File: src/sv/red_blob_line_centroid_steer_defines.svh
// Assertion helpers for the block's top-level RTL.
// Each expects clk_i and rst_ni in scope.
`ifndef RED_BLOB_LINE_CENTROID_STEER_DEFINES_SVH
`define RED_BLOB_LINE_CENTROID_STEER_DEFINES_SVH

// Same-cycle implication
`define RBC_ASSERT_IMP(lbl, ante, cons, msg) \
  lbl: assert property (@(posedge clk_i) disable iff (!rst_ni) (ante) |-> (cons)) \
    else $error(msg);

// Next-cycle implication
`define RBC_ASSERT_NEXT(lbl, ante, cons, msg) \
  lbl: assert property (@(posedge clk_i) disable iff (!rst_ni) (ante) |=> (cons)) \
    else $error(msg);

`endif

File: src/sv/rbc_pkg.sv
package rbc_pkg;

  // Line length default
  localparam int unsigned MAX_PIXELS_DEF = 1024;

  // Fixed field widths
  localparam int unsigned PIXEL_W     = 16;
  localparam int unsigned COLOUR_W    = 8;
  localparam int unsigned CENTRE_W    = 10;
  localparam int unsigned CENTROID_W  = 10;
  localparam int unsigned HIT_TOTAL_W = 11;
  localparam int unsigned STEER_W     = 3;
  localparam int unsigned CFG_ADDR_W  = 3;
  localparam int unsigned CFG_DATA_W  = 10;

  // Result packing: centroid, hit_total, steer, left_lamp, right_lamp
  localparam int unsigned M_FIELDS_W = CENTROID_W + HIT_TOTAL_W + STEER_W + 2;
  localparam int unsigned M_TDATA_W  = ((M_FIELDS_W + 7) / 8) * 8;
  localparam int unsigned M_PAD_W    = M_TDATA_W - M_FIELDS_W;

  // Lines held between front and back end
  localparam int unsigned QUEUE_DEPTH = 2;

  // Register indexes
  localparam logic [CFG_ADDR_W-1:0] REG_RED_MIN      = 3'd0;
  localparam logic [CFG_ADDR_W-1:0] REG_GREEN_MAX    = 3'd1;
  localparam logic [CFG_ADDR_W-1:0] REG_BLUE_MAX     = 3'd2;
  localparam logic [CFG_ADDR_W-1:0] REG_CENTRE       = 3'd3;
  localparam logic [CFG_ADDR_W-1:0] REG_DEADBAND     = 3'd4;
  localparam logic [CFG_ADDR_W-1:0] REG_SEARCH_RIGHT = 3'd5;

  // Register reset values
  localparam logic [COLOUR_W-1:0] RED_MIN_RST   = 8'd90;
  localparam logic [COLOUR_W-1:0] GREEN_MAX_RST = 8'd70;
  localparam logic [COLOUR_W-1:0] BLUE_MAX_RST  = 8'd70;
  localparam logic [CENTRE_W-1:0] CENTRE_RST    = 10'd320;
  localparam logic [CENTRE_W-1:0] DEADBAND_RST  = 10'd15;

  typedef enum logic [STEER_W-1:0] {
    STEER_SEARCH_LEFT  = 3'd0,
    STEER_SEARCH_RIGHT = 3'd1,
    STEER_TURN_LEFT    = 3'd2,
    STEER_TURN_RIGHT   = 3'd3,
    STEER_APPROACH     = 3'd4
  } steer_e;

  typedef struct packed {
    logic [COLOUR_W-1:0] red_min;
    logic [COLOUR_W-1:0] green_max;
    logic [COLOUR_W-1:0] blue_max;
    logic [CENTRE_W-1:0] centre;
    logic [CENTRE_W-1:0] deadband;
    logic                search_right;
  } cfg_t;

endpackage

File: src/sv/rbc_front.sv
module rbc_front #(
  parameter int unsigned MAX_PIXELS = rbc_pkg::MAX_PIXELS_DEF
) (
  input  logic                                          clk_i,
  input  logic                                          rst_ni,
  input  rbc_pkg::cfg_t                                 cfg_i,
  input  logic                                          valid_i,
  output logic                                          ready_o,
  input  logic [rbc_pkg::PIXEL_W-1:0]                   pixel_i,
  input  logic                                          last_i,
  output logic                                          push_o,
  input  logic                                          push_ready_i,
  output logic [$clog2(MAX_PIXELS*(MAX_PIXELS-1)/2+1)-1:0] sum_o,
  output logic [$clog2(MAX_PIXELS+1)-1:0]               cnt_o
);

  localparam int unsigned SUM_MAX = MAX_PIXELS * (MAX_PIXELS - 1) / 2;
  localparam int unsigned SUM_W   = $clog2(SUM_MAX + 1);
  localparam int unsigned POS_W   = $clog2(MAX_PIXELS + 1);
  localparam int unsigned CNT_W   = $clog2(MAX_PIXELS + 1);

  logic [POS_W-1:0] pos_q, pos_d, pos_nxt;
  logic [SUM_W-1:0] sum_q, sum_d, sum_nxt;
  logic [CNT_W-1:0] cnt_q, cnt_d, cnt_nxt;
  logic [rbc_pkg::COLOUR_W-1:0] red, green, blue;
  logic in_range, hit, take;

  // A line's totals need a free queue slot before any pixel is taken
  assign ready_o = push_ready_i;
  assign take    = valid_i && ready_o;

  // RGB565 to 8-bit channels, low bits zero
  assign red   = {pixel_i[15:11], 3'b000};
  assign green = {pixel_i[10:5], 2'b00};
  assign blue  = {pixel_i[4:0], 3'b000};

  // Pixels beyond MAX_PIXELS in a line are ignored
  assign in_range = pos_q < POS_W'(MAX_PIXELS);
  assign hit = in_range && (red >= cfg_i.red_min) && (green <= cfg_i.green_max)
               && (blue <= cfg_i.blue_max);

  assign sum_nxt = hit ? sum_q + SUM_W'(pos_q) : sum_q;
  assign cnt_nxt = hit ? cnt_q + CNT_W'(1) : cnt_q;
  assign pos_nxt = in_range ? pos_q + POS_W'(1) : pos_q;

  // Totals including the last pixel go straight to the queue
  assign push_o = take && last_i;
  assign sum_o  = sum_nxt;
  assign cnt_o  = cnt_nxt;

  always_comb begin
    pos_d = pos_q;
    sum_d = sum_q;
    cnt_d = cnt_q;
    if (take) begin
      if (last_i) begin
        pos_d = '0;
        sum_d = '0;
        cnt_d = '0;
      end else begin
        pos_d = pos_nxt;
        sum_d = sum_nxt;
        cnt_d = cnt_nxt;
      end
    end
  end

  always_ff @(posedge clk_i or negedge rst_ni) begin
    if (!rst_ni) begin
      pos_q <= '0;
      sum_q <= '0;
      cnt_q <= '0;
    end else begin
      pos_q <= pos_d;
      sum_q <= sum_d;
      cnt_q <= cnt_d;
    end
  end

endmodule

File: src/sv/rbc_queue.sv
module rbc_queue #(
  parameter int unsigned WIDTH = 8,
  parameter int unsigned DEPTH = rbc_pkg::QUEUE_DEPTH
) (
  input  logic             clk_i,
  input  logic             rst_ni,
  input  logic             push_i,
  output logic             push_ready_o,
  input  logic [WIDTH-1:0] push_data_i,
  output logic             pop_valid_o,
  input  logic             pop_i,
  output logic [WIDTH-1:0] pop_data_o
);

  localparam int unsigned PTR_W = (DEPTH > 1) ? $clog2(DEPTH) : 1;
  localparam int unsigned CNT_W = $clog2(DEPTH + 1);

  logic [WIDTH-1:0] slot_q [DEPTH];
  logic [PTR_W-1:0] wr_q, wr_d, rd_q, rd_d;
  logic [CNT_W-1:0] cnt_q, cnt_d;
  logic do_push, do_pop;

  assign push_ready_o = cnt_q != CNT_W'(DEPTH);
  assign pop_valid_o  = cnt_q != '0;
  assign pop_data_o   = slot_q[rd_q];
  assign do_push      = push_i && push_ready_o;
  assign do_pop       = pop_i && pop_valid_o;

  // Pointer wrap and occupancy
  always_comb begin
    wr_d  = wr_q;
    rd_d  = rd_q;
    cnt_d = cnt_q;
    if (do_push) begin
      wr_d = (wr_q == PTR_W'(DEPTH - 1)) ? '0 : wr_q + PTR_W'(1);
    end
    if (do_pop) begin
      rd_d = (rd_q == PTR_W'(DEPTH - 1)) ? '0 : rd_q + PTR_W'(1);
    end
    if (do_push && !do_pop) begin
      cnt_d = cnt_q + CNT_W'(1);
    end else if (do_pop && !do_push) begin
      cnt_d = cnt_q - CNT_W'(1);
    end
  end

  always_ff @(posedge clk_i or negedge rst_ni) begin
    if (!rst_ni) begin
      wr_q  <= '0;
      rd_q  <= '0;
      cnt_q <= '0;
    end else begin
      wr_q  <= wr_d;
      rd_q  <= rd_d;
      cnt_q <= cnt_d;
    end
  end

  // Storage, no reset
  always_ff @(posedge clk_i) begin
    if (do_push) begin
      slot_q[wr_q] <= push_data_i;
    end
  end

endmodule

File: src/sv/rbc_back.sv
module rbc_back #(
  parameter int unsigned MAX_PIXELS = rbc_pkg::MAX_PIXELS_DEF
) (
  input  logic                                          clk_i,
  input  logic                                          rst_ni,
  input  rbc_pkg::cfg_t                                 cfg_i,
  input  logic                                          pop_valid_i,
  output logic                                          pop_o,
  input  logic [$clog2(MAX_PIXELS*(MAX_PIXELS-1)/2+1)-1:0] sum_i,
  input  logic [$clog2(MAX_PIXELS+1)-1:0]               cnt_i,
  output logic                                          busy_o,
  output logic                                          valid_o,
  input  logic                                          ready_i,
  output logic                                          found_o,
  output logic [rbc_pkg::CENTROID_W-1:0]                centroid_o,
  output logic [rbc_pkg::HIT_TOTAL_W-1:0]               hit_total_o,
  output rbc_pkg::steer_e                               steer_o,
  output logic                                          left_lamp_o,
  output logic                                          right_lamp_o
);

  localparam int unsigned SUM_MAX = MAX_PIXELS * (MAX_PIXELS - 1) / 2;
  localparam int unsigned SUM_W   = $clog2(SUM_MAX + 1);
  localparam int unsigned CNT_W   = $clog2(MAX_PIXELS + 1);
  localparam int unsigned CEN_W   = $clog2(MAX_PIXELS);
  localparam int unsigned STEP_W  = $clog2(SUM_W + 1);
  localparam int unsigned CMP_W   =
    ((CEN_W > rbc_pkg::CENTRE_W) ? CEN_W : rbc_pkg::CENTRE_W) + 1;

  localparam int unsigned STATE_W = 2;
  localparam logic [STATE_W-1:0] ST_IDLE = 2'd0;
  localparam logic [STATE_W-1:0] ST_DIV  = 2'd1;
  localparam logic [STATE_W-1:0] ST_FIN  = 2'd2;

  logic [STATE_W-1:0] state_q, state_d;
  logic [CNT_W:0]     rem_q, rem_d, rem_sh;
  logic [SUM_W-1:0]   quo_q, quo_d;
  logic [CNT_W-1:0]   div_q, div_d;
  logic [STEP_W-1:0]  step_q, step_d;
  logic               ge;

  logic                           valid_q, valid_d;
  logic                           found_q, found_d;
  logic [rbc_pkg::CENTROID_W-1:0] centroid_q, centroid_d;
  logic [rbc_pkg::HIT_TOTAL_W-1:0] hit_q, hit_d;
  rbc_pkg::steer_e                steer_q, steer_d;
  logic                           left_q, left_d, right_q, right_d;

  logic [CEN_W-1:0] cen;
  logic [CMP_W-1:0] cen_x, ctr_x, db_x;
  logic             found, load;

  // One restoring division step per cycle
  assign rem_sh = {rem_q[CNT_W-1:0], quo_q[SUM_W-1]};
  assign ge     = rem_sh >= {1'b0, div_q};

  // Result formation
  assign found = div_q != '0;
  assign cen   = CEN_W'(quo_q);
  assign cen_x = CMP_W'(cen);
  assign ctr_x = CMP_W'(cfg_i.centre);
  assign db_x  = CMP_W'(cfg_i.deadband);
  assign load  = (state_q == ST_FIN) && (!valid_q || ready_i);

  assign pop_o  = (state_q == ST_IDLE) && pop_valid_i;
  assign busy_o = state_q != ST_IDLE;

  always_comb begin
    state_d = state_q;
    rem_d   = rem_q;
    quo_d   = quo_q;
    div_d   = div_q;
    step_d  = step_q;
    case (state_q)
      ST_IDLE: begin
        if (pop_valid_i) begin
          rem_d   = '0;
          quo_d   = sum_i;
          div_d   = cnt_i;
          step_d  = STEP_W'(SUM_W);
          state_d = ST_DIV;
        end
      end
      ST_DIV: begin
        rem_d  = ge ? rem_sh - {1'b0, div_q} : rem_sh;
        quo_d  = (quo_q << 1) | SUM_W'(ge);
        step_d = step_q - STEP_W'(1);
        if (step_q == STEP_W'(1)) begin
          state_d = ST_FIN;
        end
      end
      ST_FIN: begin
        if (load) begin
          state_d = ST_IDLE;
        end
      end
      default: begin
        state_d = ST_IDLE;
      end
    endcase
  end

  // Output register: holds a result until the sink takes it
  always_comb begin
    valid_d    = valid_q && !ready_i;
    found_d    = found_q;
    centroid_d = centroid_q;
    hit_d      = hit_q;
    steer_d    = steer_q;
    left_d     = left_q;
    right_d    = right_q;
    if (load) begin
      valid_d    = 1'b1;
      found_d    = found;
      centroid_d = found ? rbc_pkg::CENTROID_W'(cen) : '0;
      hit_d      = rbc_pkg::HIT_TOTAL_W'(div_q);
      left_d     = found && (cen_x < ctr_x);
      right_d    = found && !(cen_x < ctr_x);
      if (!found) begin
        steer_d = cfg_i.search_right ? rbc_pkg::STEER_SEARCH_RIGHT
                                     : rbc_pkg::STEER_SEARCH_LEFT;
      end else if (ctr_x > cen_x + db_x) begin
        steer_d = rbc_pkg::STEER_TURN_LEFT;
      end else if (cen_x > ctr_x + db_x) begin
        steer_d = rbc_pkg::STEER_TURN_RIGHT;
      end else begin
        steer_d = rbc_pkg::STEER_APPROACH;
      end
    end
  end

  always_ff @(posedge clk_i or negedge rst_ni) begin
    if (!rst_ni) begin
      state_q <= ST_IDLE;
      valid_q <= 1'b0;
    end else begin
      state_q <= state_d;
      valid_q <= valid_d;
    end
  end

  always_ff @(posedge clk_i) begin
    rem_q      <= rem_d;
    quo_q      <= quo_d;
    div_q      <= div_d;
    step_q     <= step_d;
    found_q    <= found_d;
    centroid_q <= centroid_d;
    hit_q      <= hit_d;
    steer_q    <= steer_d;
    left_q     <= left_d;
    right_q    <= right_d;
  end

  assign valid_o      = valid_q;
  assign found_o      = found_q;
  assign centroid_o   = centroid_q;
  assign hit_total_o  = hit_q;
  assign steer_o      = steer_q;
  assign left_lamp_o  = left_q;
  assign right_lamp_o = right_q;

endmodule

File: src/sv/red_blob_line_centroid_steer.sv
// Channel   Dir  Handshake                      Payload
// s_axis    in   s_axis_tvalid/s_axis_tready    tdata pixel, tlast end of line
// m_axis    out  m_axis_tvalid/m_axis_tready    tdata line result, tuser found
// cfg       in   cfg_valid_i/cfg_ready_o        cfg_addr_i register, cfg_data_i
//
// Front end takes one pixel per cycle; classification and accumulation are
// done as each pixel is taken. Each line's totals pass through a two-line queue
// to the back end, whose shared restoring divider takes one step per bit of
// SUM_W, the position-sum width. Pixels stall only while the queue is full.
// A result waits in the output register while further lines are accumulated.
// Reset clears counters, queue occupancy, back-end state and output valid at once.
`include "red_blob_line_centroid_steer_defines.svh"

module red_blob_line_centroid_steer #(
  parameter int unsigned MAX_PIXELS = rbc_pkg::MAX_PIXELS_DEF
) (
  input  logic                              clk_i,
  input  logic                              rst_ni,
  // stream in
  input  logic                              s_axis_tvalid,
  output logic                              s_axis_tready,
  input  logic [rbc_pkg::PIXEL_W-1:0]       s_axis_tdata,   // [15:0] pixel
  input  logic                              s_axis_tlast,
  // stream out
  output logic                              m_axis_tvalid,
  input  logic                              m_axis_tready,
  // [9:0] centroid, [20:10] hit_total, [23:21] steer, [24] left_lamp,
  // [25] right_lamp, rest zero
  output logic [rbc_pkg::M_TDATA_W-1:0]     m_axis_tdata,
  output logic                              m_axis_tuser,   // [0] found
  // register writes
  input  logic                              cfg_valid_i,
  output logic                              cfg_ready_o,
  input  logic [rbc_pkg::CFG_ADDR_W-1:0]    cfg_addr_i,
  input  logic [rbc_pkg::CFG_DATA_W-1:0]    cfg_data_i
);

  localparam int unsigned SUM_W = $clog2(MAX_PIXELS * (MAX_PIXELS - 1) / 2 + 1);
  localparam int unsigned CNT_W = $clog2(MAX_PIXELS + 1);
  localparam int unsigned Q_W   = SUM_W + CNT_W;

  rbc_pkg::cfg_t cfg_q, cfg_d;

  logic             push, push_ready, pop, pop_valid, back_busy;
  logic [SUM_W-1:0] fr_sum, bk_sum;
  logic [CNT_W-1:0] fr_cnt, bk_cnt;
  logic [Q_W-1:0]   q_out;

  logic                            found;
  logic [rbc_pkg::CENTROID_W-1:0]  centroid;
  logic [rbc_pkg::HIT_TOTAL_W-1:0] hit_total;
  rbc_pkg::steer_e                 steer;
  logic                            left_lamp, right_lamp;

  // Register file; writes are always taken, unknown indexes dropped
  assign cfg_ready_o = 1'b1;

  always_comb begin
    cfg_d = cfg_q;
    if (cfg_valid_i) begin
      case (cfg_addr_i)
        rbc_pkg::REG_RED_MIN:      cfg_d.red_min      = cfg_data_i[rbc_pkg::COLOUR_W-1:0];
        rbc_pkg::REG_GREEN_MAX:    cfg_d.green_max    = cfg_data_i[rbc_pkg::COLOUR_W-1:0];
        rbc_pkg::REG_BLUE_MAX:     cfg_d.blue_max     = cfg_data_i[rbc_pkg::COLOUR_W-1:0];
        rbc_pkg::REG_CENTRE:       cfg_d.centre       = cfg_data_i[rbc_pkg::CENTRE_W-1:0];
        rbc_pkg::REG_DEADBAND:     cfg_d.deadband     = cfg_data_i[rbc_pkg::CENTRE_W-1:0];
        rbc_pkg::REG_SEARCH_RIGHT: cfg_d.search_right = cfg_data_i[0];
        default: begin
        end
      endcase
    end
  end

  always_ff @(posedge clk_i or negedge rst_ni) begin
    if (!rst_ni) begin
      cfg_q.red_min      <= rbc_pkg::RED_MIN_RST;
      cfg_q.green_max    <= rbc_pkg::GREEN_MAX_RST;
      cfg_q.blue_max     <= rbc_pkg::BLUE_MAX_RST;
      cfg_q.centre       <= rbc_pkg::CENTRE_RST;
      cfg_q.deadband     <= rbc_pkg::DEADBAND_RST;
      cfg_q.search_right <= 1'b0;
    end else begin
      cfg_q <= cfg_d;
    end
  end

  // Pixel classification and line accumulation
  rbc_front #(
    .MAX_PIXELS (MAX_PIXELS)
  ) u_front (
    .clk_i        (clk_i),
    .rst_ni       (rst_ni),
    .cfg_i        (cfg_q),
    .valid_i      (s_axis_tvalid),
    .ready_o      (s_axis_tready),
    .pixel_i      (s_axis_tdata),
    .last_i       (s_axis_tlast),
    .push_o       (push),
    .push_ready_i (push_ready),
    .sum_o        (fr_sum),
    .cnt_o        (fr_cnt)
  );

  // Line totals queue
  rbc_queue #(
    .WIDTH (Q_W),
    .DEPTH (rbc_pkg::QUEUE_DEPTH)
  ) u_queue (
    .clk_i        (clk_i),
    .rst_ni       (rst_ni),
    .push_i       (push),
    .push_ready_o (push_ready),
    .push_data_i  ({fr_sum, fr_cnt}),
    .pop_valid_o  (pop_valid),
    .pop_i        (pop),
    .pop_data_o   (q_out)
  );

  assign bk_sum = q_out[Q_W-1:CNT_W];
  assign bk_cnt = q_out[CNT_W-1:0];

  // Division, steering and output register
  rbc_back #(
    .MAX_PIXELS (MAX_PIXELS)
  ) u_back (
    .clk_i        (clk_i),
    .rst_ni       (rst_ni),
    .cfg_i        (cfg_q),
    .pop_valid_i  (pop_valid),
    .pop_o        (pop),
    .sum_i        (bk_sum),
    .cnt_i        (bk_cnt),
    .busy_o       (back_busy),
    .valid_o      (m_axis_tvalid),
    .ready_i      (m_axis_tready),
    .found_o      (found),
    .centroid_o   (centroid),
    .hit_total_o  (hit_total),
    .steer_o      (steer),
    .left_lamp_o  (left_lamp),
    .right_lamp_o (right_lamp)
  );

  assign m_axis_tdata = {{rbc_pkg::M_PAD_W{1'b0}}, right_lamp, left_lamp, steer,
                         hit_total, centroid};
  assign m_axis_tuser = found;

  // Checks
  `RBC_ASSERT_IMP(a_none_blank, m_axis_tvalid && !found,
    centroid == '0 && !left_lamp && !right_lamp, "empty line result not blank")
  `RBC_ASSERT_IMP(a_one_lamp, m_axis_tvalid && found,
    $onehot({left_lamp, right_lamp}), "found result must light one lamp")
  `RBC_ASSERT_IMP(a_steer_kind, m_axis_tvalid,
    found ? (steer == rbc_pkg::STEER_TURN_LEFT || steer == rbc_pkg::STEER_TURN_RIGHT
             || steer == rbc_pkg::STEER_APPROACH)
          : (steer == rbc_pkg::STEER_SEARCH_LEFT || steer == rbc_pkg::STEER_SEARCH_RIGHT),
    "steer code disagrees with found")
  `RBC_ASSERT_NEXT(a_pop_busy, pop, back_busy, "back end idle after taking a line")

endmodule

File: config.mk
export PLATFORM = sky130hd
export DESIGN_NAME = red_blob_line_centroid_steer
export DESIGN_NICKNAME = d
export VERILOG_FILES = /design/src/sv/rbc_pkg.sv /design/src/sv/rbc_front.sv /design/src/sv/rbc_queue.sv /design/src/sv/rbc_back.sv /design/src/sv/red_blob_line_centroid_steer.sv
export VERILOG_INCLUDE_DIRS = /design/src /design/src/sv
export SDC_FILE = /design/constraint.sdc
export NUM_CORES = 1
export LEC_CHECK = 0
export ABC_AREA = 1
export CORE_UTILIZATION = 55
export DETAILED_ROUTE_END_ITERATION = 6
export DONT_BUFFER_PORTS = 1
export PLACE_DENSITY = 0.7
export SLEW_MARGIN = 5
export SYNTH_ARGS = -nofsm -noshare
export SYNTH_HDL_FRONTEND = slang
export SYNTH_SLANG_ARGS = --single-unit
File: constraint.sdc
create_clock -name clk_i -period 3.17 [get_ports clk_i]
set_input_delay 0 -clock clk_i [delete_from_list [all_inputs] [get_ports clk_i]]
set_output_delay 0 -clock clk_i [all_outputs]
set_load 0.02 [all_outputs]
==> run metrics, run 1 <==
routed length per placed instance 15.04 um; number of global-route vias before repair between 9k and 10k; Die Ht 154.5 um; share of total power in combinational logic between 30% and 40%; sequential group share of total power roughly 38%; Core Util, Final roughly 62%; Final Hold Slack approximately 0.045 ns; largest net degree at the start of global routing 94; Post-CTS Repair Setup Buffers 0; initial DRC count between 600 and 700; Ports 71; die area around 24000 um2; post-DP HPWL around 19 mm; Final Setup Violations 0; Min Clock Period, post-route approximately 2.9 ns; Net Sw Power 4.951 mW; global-route wire length before repair 45.73 mm; Worst EP required between 3 and 4 ns; CTS max path bufs 3; EDFF count, synth 133; Commonest cells post-synth nand2_1, inv_1, edfxtp_1, nor2_1, ha_1; Synth Instances 1476; Max Freq ~340 MHz; RR Endpoint u_back.steer_o[1]; setup_tns 0 ns; via count approximately 9.6k; die width 154.5 um; Area Growth Syn to Fin 10.52%; H-Tree Depth 1; Core Footprint around 23000 um2; worst vdd ir 496.8 uV; clk_lat worst skew 0.54 ns; Worst R2R Start u_back.quo_q[0]; crit-path max FO 4; Non-Filler Instances between 1.5k and 2k; hold path depth 4; Pint about 8 mW; WL final 27.13 mm; Worst R2R Setup Slack 0.24 ns; final hold vios 0; largest area contributor in the netlist edfxtp_1; DRC errors left 0; worst min path class primary input to flip-flop; root buf cell clkbuf_16; Switching Share 38.73%; Worst Setup Slack, final approximately 0.24 ns; Via density between 5 and 6; synth unique cells slightly below 50; Area contributors post-synth edfxtp_1, dfrtp_1, nand2_1; Worst setup SP type flip-flop; grt ovf 0; Crit-path slowest cell fa_1; PostCTS Resize Cnt 0; antenna cells 0; PortBufs 0; Slew Viols, Final 0; proportion of netlist area held by the largest area contributor between 30% and 40%; starting density of the core 56.29%; Num CTS Buffers 26; slew at the pin with the worst max-slew slack about 1.0 ns; hold buffers post-CTS 21; critical path class flip-flop to flip-flop; FFs w/ async S/R, synth between 40% and 50%; Total Nets Final roughly 1.6k; CP Cell Sequence ha_1 > fa_1 > a21oi_1 > nor2_1 > nor2_1 > xor2_1 > ha_1 > nand2_1 > nor3_1 > nand4_1 > nand3_1 > nor2_1 > nand2_1 > a21oi_1; Main synth FF type edfxtp_1; DRT Pass-1 Iters 5; Synth warnings 0; crit path buf inv count 0; outcome finished, final reports clean; layout cells sized above 1 slightly below 6%; CP endpoint kind flip-flop; Detail Route Antenna Nets 0; syn avg cell area between 8 and 9 um2; initial antenna violation count 1; placer congestion estimate ~0.93; Rows between 50 and 60; crit-path leading delay family adder cells; path depth of the worst reg2reg path 14; Mapped Area 12780 um2; Final Cycle Share about 92%; Slew Limit Headroom between 30% and 40%; Clk network pwr share between 20 and 25%; CTS tree built; Max Clock Skew 0.01608 ns; sequential area share after synthesis about half; pre-CTS WS 0.2351 ns; min-delay src cfg_valid_i; FILL cells between 1.5k and 2k; CP Data Arrival Time approximately 3.2 ns; crit-path most repeated cell nor2_1; CP Depth 14; hold endpoint cfg_q[30]; synthesis-stage register bit count roughly 230; Lkg Pwr 6.676 nW; PwrDens between 900 and 1000 nW/um2; clock transition at the registers of the reported paths roughly 0.060 ns; # placed instances about 1.7k; GRT Overall Usage a little under a quarter; most common cell in the synthesized netlist nand2_1; max incr delay on CP 0.45 ns; Sink Count 226; RSZ-0062 raised after global routing false; Max Cap Viol 0
-- flip-flops by register name, summed over array words and instances, names as in the netlist, 3 cells and up --
register            cells
u_back.rem_q           11
u_back.step_q           5
u_back.centroid_o      10
u_back.div_q           11
u_front.pos_q          11
u_back.quo_q           19
u_front.cnt_q          11
u_queue.slot_q         60
cfg_q                  45
u_back.steer_o          3
u_front.sum_q          19
u_back.hit_total_o     11
-- worst max path at each step --
stage	start	slack, ns	end
floorplan	u_queue.cnt_q[0]	0.39	u_queue.slot_q[0][0]
global placement	u_back.quo_q[0]	0.31	u_back.steer_o[1]
detailed placement	u_back.quo_q[0]	0.24	u_back.steer_o[1]
CTS	u_back.quo_q[0]	0.23	u_back.steer_o[1]
global route	u_back.quo_q[3]	0.05	u_back.steer_o[1]
finish	u_back.quo_q[0]	0.24	u_back.steer_o[1]
-- power by group through the flow --
stage               Combinational (mW)  Sequential, mW  Clock (mW)
floorplan                         3.87            4.67           0
global placement                  4.84            4.81           0
detailed placement                4.95            4.84           0
CTS                               5.05            4.79        3.00
finish                            5.04            4.79        2.95
global route                      5.83            4.88        3.10
-- area by class of cell --
cell class	instances	area, um2	share of cell area [%]
clock inverter	15	150.1	1.063
tap	285	356.6	2.524
inverter	186	700.7	4.959
multi-input combinational	1027	5573	39.44
timing repair buffer	32	310.3	2.196
sequential	226	6341	44.88
clock buffer	33	696.9	4.933
-- per-stage QoR --
stage / cell area (um2) / total power [mW]
detailed placement: 13050 / 9.792
floorplan: 12800 / 8.536
global route: 14130 / 13.81
CTS: 14130 / 12.84
global placement: 13050 / 9.653
finish: 14130 / 12.78
-- kinds of logic (layout without fill, tap and decap cells) --
| logic type | Yosys count | after routing | synth area share, % |
|---|---|---|---|
| xor gates and xnor gates | 45 | 45 | 3.083 |
| DFF | 226 | 226 | 49.60 |
| AOI/OAI and AO/OA | 194 | 194 | 8.369 |
| adders and majority gates | 96 | 96 | 9.631 |
| and+or+nand+nor | 685 | 685 | 22.21 |
| buffers and inverters | 228 | 266 | 7.047 |
| other | 2 | 7 | 0.05875 |
-- worst min-delay path: stages --
cell	delay [ns]
inv_1	0.03
nor2_1	0.06
nand2_1	0.33
o21ai_0	0.14
-- metal layers --
layer	global-route usage, %	vias to the layer above	wire length (um)
met1	33.99	4494	13000
met5	0	-	0
met2	38.68	199	12430
met4	5.988	0	570
met3	2.634	46	1124
li1	-	4886	-
-- placed cells by master (no fill, tap or decap), types with 3 or more instances in the layout --
cell type / count
a21o_1: 4
a21oi_1: 82
a22oi_1: 10
a31oi_1: 5
and2_1: 14
buf_4: 11
clkbuf_1: 5
clkbuf_16: 26
clkinv_1: 3
clkinv_2: 6
clkinvlp_4: 3
conb_1: 7
dfrtp_1: 77
dfstp_2: 16
dlygate4sd3_1: 20
edfxtp_1: 133
fa_1: 4
ha_1: 92
inv_1: 180
inv_2: 3
nand2_1: 431
nand3_1: 83
nand3b_1: 4
nand4_1: 11
nor2_1: 111
nor2_2: 6
nor3_1: 12
nor4_1: 3
o211ai_1: 3
o21a_1: 5
o21ai_0: 65
o21ai_1: 8
o21bai_1: 3
o22ai_1: 3
xnor2_1: 22
xor2_1: 23
Power figures use the tool's default switching activity.
==> run 2: changes to the inputs <==
--- a/config.mk
+++ b/config.mk
@@ -7,10 +7,9 @@
 export NUM_CORES = 1
 export LEC_CHECK = 0
 export ABC_AREA = 1
-export CORE_UTILIZATION = 55
+export CORE_UTILIZATION = 45
 export DETAILED_ROUTE_END_ITERATION = 6
 export DONT_BUFFER_PORTS = 1
-export PLACE_DENSITY = 0.7
 export SLEW_MARGIN = 5
 export SYNTH_ARGS = -nofsm -noshare
 export SYNTH_HDL_FRONTEND = slang
==> run 2 against run 1 <==
Sequential share of layout area decreased by 0.56 points. Power increased by 0.92%. Register-to-register slack improved by 0.05 ns. Non-clock buffer count unchanged. Fmax increased by 1.9%. Highest routed layer unchanged. Final cell count increased by 5.0%. Die area increased by 22%. Setup slack improved by 0.054 ns. Critical path depth unchanged. Flip-flop and latch count unchanged.
==> run metrics, run 2 (synthesized netlist as in run 1, its figures left out) <==
critical path class flip-flop to flip-flop; DRC errors left 0; Via density 4.944; Die Ht ~170 um; grt ovf 0; Worst R2R Start u_back.quo_q[0]; highest-count cells in the layout ignoring fill and taps nand2_1, inv_1, edfxtp_1, nor2_1, ha_1; DRT met1 WL 13.73 mm; Crit-path slowest cell fa_1; leading registers by flop count u_queue.slot_q x60, cfg_q x45; CTS max path bufs 3; global-route wire length before repair roughly 46 mm; die area between 20000 and 30000 um2; RR Endpoint u_back.steer_o[1]; max incr delay on CP 0.47 ns; Worst EP required approximately 3.4 ns; root buf cell clkbuf_16; Worst setup SP type flip-flop; via count 9364; Worst R2R Setup Slack 0.30 ns; Ports between 70 and 80; CTS tree built; Core Footprint around 28000 um2; placer congestion estimate between 0.8 and 0.9; Sink Count around 230; # placed instances ~1.8k; clk_lat worst skew between 0.5 and 0.6 ns; Area Growth Syn to Fin 11.91%; initial DRC count 521; Slew Viols, Final 0; crit-path max FO 4; Slew Limit Headroom between 30% and 40%; max layer used met4; Final Cycle Share about nine tenths; Total Nets Final about 1.6k; WL met3 about 970 um; initial antenna violation count 0; Rows between 60 and 70; layout cells sized above 1 under 10%; FILL cells roughly 2.6k; outcome finished, final reports clean; PwrDens roughly 900 nW/um2; CP endpoint kind flip-flop; CP Cell Sequence ha_1 > fa_1 > a21oi_2 > nor2_1 > nor2_1 > xor2_1 > ha_1 > nand2_1 > nor3_1 > nand4_1 > nand3_1 > nor2_1 > nand2_1 > a21oi_1; Top reg by flops u_queue.slot_q; RSZ-0062 raised after global routing false; worst vdd ir approximately 370 uV; Final Total Pwr roughly 13 mW; largest net degree at the start of global routing between 90 and 100; routed length per placed instance about 15 um; Worst Setup Slack, final approximately 0.3 ns; pre-CTS WS between 0.2 and 0.25 ns; Max Clock Skew around 0.016 ns; Max Freq 348.0 MHz; GRT Overall Usage between 10% and 20%; die width approximately 170 um; most common cell after layout, fill and taps aside nand2_1; crit-path most repeated cell nor2_1; number of global-route vias before repair around 9.2k; CP Data Arrival Time ~3.1 ns; Detail Route Antenna Nets 0; antenna cells 0; Max Cap Viol 0; CP startpoint u_back.quo_q[0]; starting density of the core about 46%; worst min path class primary input to flip-flop; CP endpoint u_back.steer_o[1]; path depth of the worst reg2reg path 14; Non-Filler Instances 1894; max FFs per register 60; setup_tns 0 ns; slew at the pin with the worst max-slew slack around 0.90 ns; met2 routed WL 12.32 mm; WL final 27.59 mm; clock transition at the registers of the reported paths roughly 0.06 ns; DRT Pass-1 Iters 5; Num CTS Buffers 25; H-Tree Depth 1; PortBufs 0; Lkg Pwr approximately 6.7 nW; Min Clock Period, post-route ~2.9 ns; final hold vios 0; post-DP HPWL 19.49 mm; Final Setup Violations 0
[run 2: worst min-delay path by stage]
stage | slack (ns) | cells after the start | start | endpoint
floorplan | -0.30 | 0 | rst_ni | cfg_q[0]
global placement | -0.29 | 0 | rst_ni | u_front.cnt_q[8]
detailed placement | -0.29 | 0 | rst_ni | u_front.cnt_q[8]
CTS | 0.002 | 3 | cfg_addr_i[1] | cfg_q[40]
global route | 0.07 | 3 | cfg_addr_i[1] | cfg_q[38]
finish | 0.03 | 3 | cfg_addr_i[1] | cfg_q[43]
[run 2: area by class of cell]
cell class | instances | area, um2 | area share (%)
flip-flops and latches | 226 | 6341 | 44.32
multi-input cells | 1027 | 5585 | 39.04
inverters | 186 | 700.7 | 4.898
clock buffers | 27 | 633.1 | 4.425
well taps | 378 | 473.0 | 3.306
repair buffers | 32 | 345.3 | 2.414
clock inverters | 18 | 227.7 | 1.592
[run 2: what timing repair did]
item                                    4_1_cts  5_1_grt
endpoints found under the setup margin        0        2
endpoints found under the hold margin       186        0
hold buffers                                 20        0
setup buffers                                 0        0
gates resized for setup                       0        3
[run 2: power by group]
| group | internal [mW] | switching [mW] | total (mW) |
|---|---|---|---|
| Clock | 1.80 | 1.23 | 3.03 |
| Combinational | 1.89 | 3.20 | 5.09 |
| Sequential | 4.24 | 0.541 | 4.78 |
| Total | 7.92 | 4.97 | 12.9 |
[run 2: per-stage QoR]
stage	instance area [um2]	hold slack, ns	utilization, %
4_1_cts	14290	0.002454	51.31
3_3_place_gp	13220	-0.2930	47.44
3_5_place_dp	13220	-0.2930	47.44
6_report	14310	0.02626	51.35
5_1_grt	14310	0.06785	51.35
2_1_floorplan	12800	-0.2956	-
[run 2: critical path, delay by kind of cell (launching register included)]
kind                     cells  cell delay, ns
AO/OA/AOI/OAI                2            0.33
XOR/XNOR                     1            0.09
adder cells (fa/ha/maj)      3            1.02
flip-flops                   1            0.39
AND/OR/NAND/NOR              8            0.80
[run 2: layer usage]
metal | vias to the layer above | track usage (%)
met5 | - | 0
met4 | 0 | 4.661
met3 | 32 | 2.706
met2 | 143 | 32.30
met1 | 4317 | 28.39
li1 | 4872 | -
==> run 3: changes to the inputs <==
--- a/config.mk
+++ b/config.mk
@@ -10,6 +10,9 @@
 export CORE_UTILIZATION = 45
 export DETAILED_ROUTE_END_ITERATION = 6
 export DONT_BUFFER_PORTS = 1
+export GPL_ROUTABILITY_DRIVEN = 0
+export MAX_ROUTING_LAYER = met4
+export SKIP_LAST_GASP = 1
 export SLEW_MARGIN = 5
 export SYNTH_ARGS = -nofsm -noshare
 export SYNTH_HDL_FRONTEND = slang
==> run 3 against run 2 <==
Critical path depth unchanged. Utilization shrank 0.22 points. Register-to-register slack lost 0.03 ns. Sequential power barely moved. Non-clock buffer count up 2. Count of clock-buffer cells in the layout is 5 higher. Clock skew grew 0.0012 ns. Fmax decreased by 1.2%. First-iteration DRC count is 7.1% higher. Combinational power hardly changed. Final cell count grew 0.16%. Highest routed layer unchanged.
==> run metrics, run 3 (synthesized netlist as in run 1, its figures left out) <==
outcome finished, final reports clean; Slew Limit Headroom 51.11%; number of global-route vias before repair about 9k; most common cell after layout, fill and taps aside nand2_1; Worst Setup Slack, final roughly 0.26 ns; PortBufs 0; Top reg by flops u_queue.slot_q; H-Tree Depth 1; post-DP HPWL roughly 19 mm; Final Cycle Share between 90% and 100%; PwrDens a little under 900 nW/um2; slew at the pin with the worst max-slew slack approximately 0.73 ns; Worst EP required approximately 3.4 ns; CP endpoint kind flip-flop; root buf cell clkbuf_16; Final Setup Violations 0; antenna cells 0; Max Clock Skew between 0.015 and 0.02 ns; Worst setup SP type flip-flop; Num CTS Buffers 25; max FFs per register 60; crit-path max FO 4; Rows slightly above 60; # placed instances 1830; Die Ht approximately 170 um; WL final between 20 and 30 mm; DRT Pass-1 Iters 5; die area roughly 29000 um2; multi-input logic area 5577 um2; CP Data Arrival Time around 3.2 ns; sequential standard cell area between 6000 and 7000 um2; Core Util, Final between 50% and 60%; via count about 9.4k; clock transition at the registers of the reported paths 0.06 ns; critical path class flip-flop to flip-flop; layout cells sized above 1 between 5 and 6%; CTS tree built; worst min path class primary input to flip-flop; starting density of the core 45.89%; FILL cells roughly 2.6k; final hold vios 0; leading registers by flop count u_queue.slot_q x60, cfg_q x45; grt ovf 0; Slew Viols, Final 0; CTS max path bufs 3; Lkg Pwr roughly 6.7 nW; global-route wire length before repair approximately 46 mm; Max Cap Viol 0; Sink Count around 230; worst vdd ir 447.3 uV; setup_tns 0 ns; Ports roughly 70; routed length per placed instance roughly 14 um; largest net degree at the start of global routing between 90 and 100; clk_lat worst skew between 0.5 and 0.6 ns; Min Clock Period, post-route slightly below 3 ns; Non-Filler Instances approximately 1.9k; die width 170.5 um; pre-CTS WS 0.2134 ns; Core Footprint roughly 28000 um2; Area Growth Syn to Fin 11.43%; GRT Overall Usage 20.21%; initial DRC count approximately 560; RSZ-0062 raised after global routing false; Via density approximately 5; Total Nets Final around 1.6k; DRC errors left 0; Max Freq around 340 MHz; highest-count cells in the layout ignoring fill and taps nand2_1, inv_1, edfxtp_1, nor2_1, ha_1; Detail Route Antenna Nets 0; initial antenna violation count 0
run 3: changes by cell type in the layout (fill, tap and decap cells not counted), moves of 2 or more:
cell | before | now
bufinv_16 | 4 | 2
clkbuf_1 | 2 | 6
clkinv_4 | 4 | 1
buf_4 | 9 | 11
clkinvlp_4 | 0 | 2
run 3: metrics by stage:
step / instance area [um2] / power (mW) / hold slack [ns]
after floorplan: 12800 / 8.536 / -0.2956
after global placement: 13210 / 9.707 / -0.2845
after detailed placement: 13210 / 9.826 / -0.2845
after CTS: 14240 / 12.77 / 0.0003054
after global routing: 14240 / 13.77 / 0.05574
final: 14240 / 12.68 / 0.01988
run 3: timing repair:
item                       4_1_cts  5_1_grt
hold endpoints to repair       186        0
setup endpoints to repair        0        3
gates resized for setup          0        1
hold buffers                    21        0
buffers inserted                 0        0
run 3: final timing paths:
path / slack [ns] / startpoint / cells past startpoint / endpoint
max in group asynchronous: 2.67 / rst_ni / 2 / cfg_q[35]
min reg2reg: 0.45 / u_back.div_q[8] / 0 / u_back.hit_total_o[8]
min in group asynchronous: 0.04 / rst_ni / 2 / u_back.state_q[0]
max reg2reg: 0.26 / cfg_q[11] / 14 / u_back.steer_o[0]
max: 0.26 / cfg_q[11] / 14 / u_back.steer_o[0]
min: 0.02 / cfg_addr_i[1] / 2 / cfg_q[23]
run 3: power by group:
part	switching (mW)	internal [mW]
Clock	1.18	1.65
Sequential	0.544	4.24
Combinational	3.19	1.88
Total	4.91	7.77
run 3: worst max-delay path: stages, from the launching register on:
cell	delay [ns]
dfrtp_1	0.41
ha_1	0.26
fa_1	0.45
nand4_1	0.11
nand3_1	0.14
a21oi_1	0.19
xor2_1	0.17
ha_1	0.27
a21o_1	0.19
a21oi_1	0.13
nand2_1	0.06
nand3_1	0.11
nor2_1	0.05
nand2_1	0.08
nand2_1	0.05
run 3: cell type report:
cell class              instances  share of cell area (%)
clock buffers                  32                   4.646
flip-flops and latches        226                   44.51
repair buffers                 34                   2.459
inverters                     186                   4.919
clock inverters                14                  0.9925
multi-input cells            1027                   39.15
well taps                     378                   3.320
run 3: layer usage:
metal / vias up / share of wire (%) / global-route usage [%]
met5: - / 0 / -
met4: 0 / 1.9 / 4.857
met3: 45 / 3.9 / 2.290
li1: 4877 / - / -
met1: 4304 / 50 / 27.59
met2: 156 / 44 / 32.21
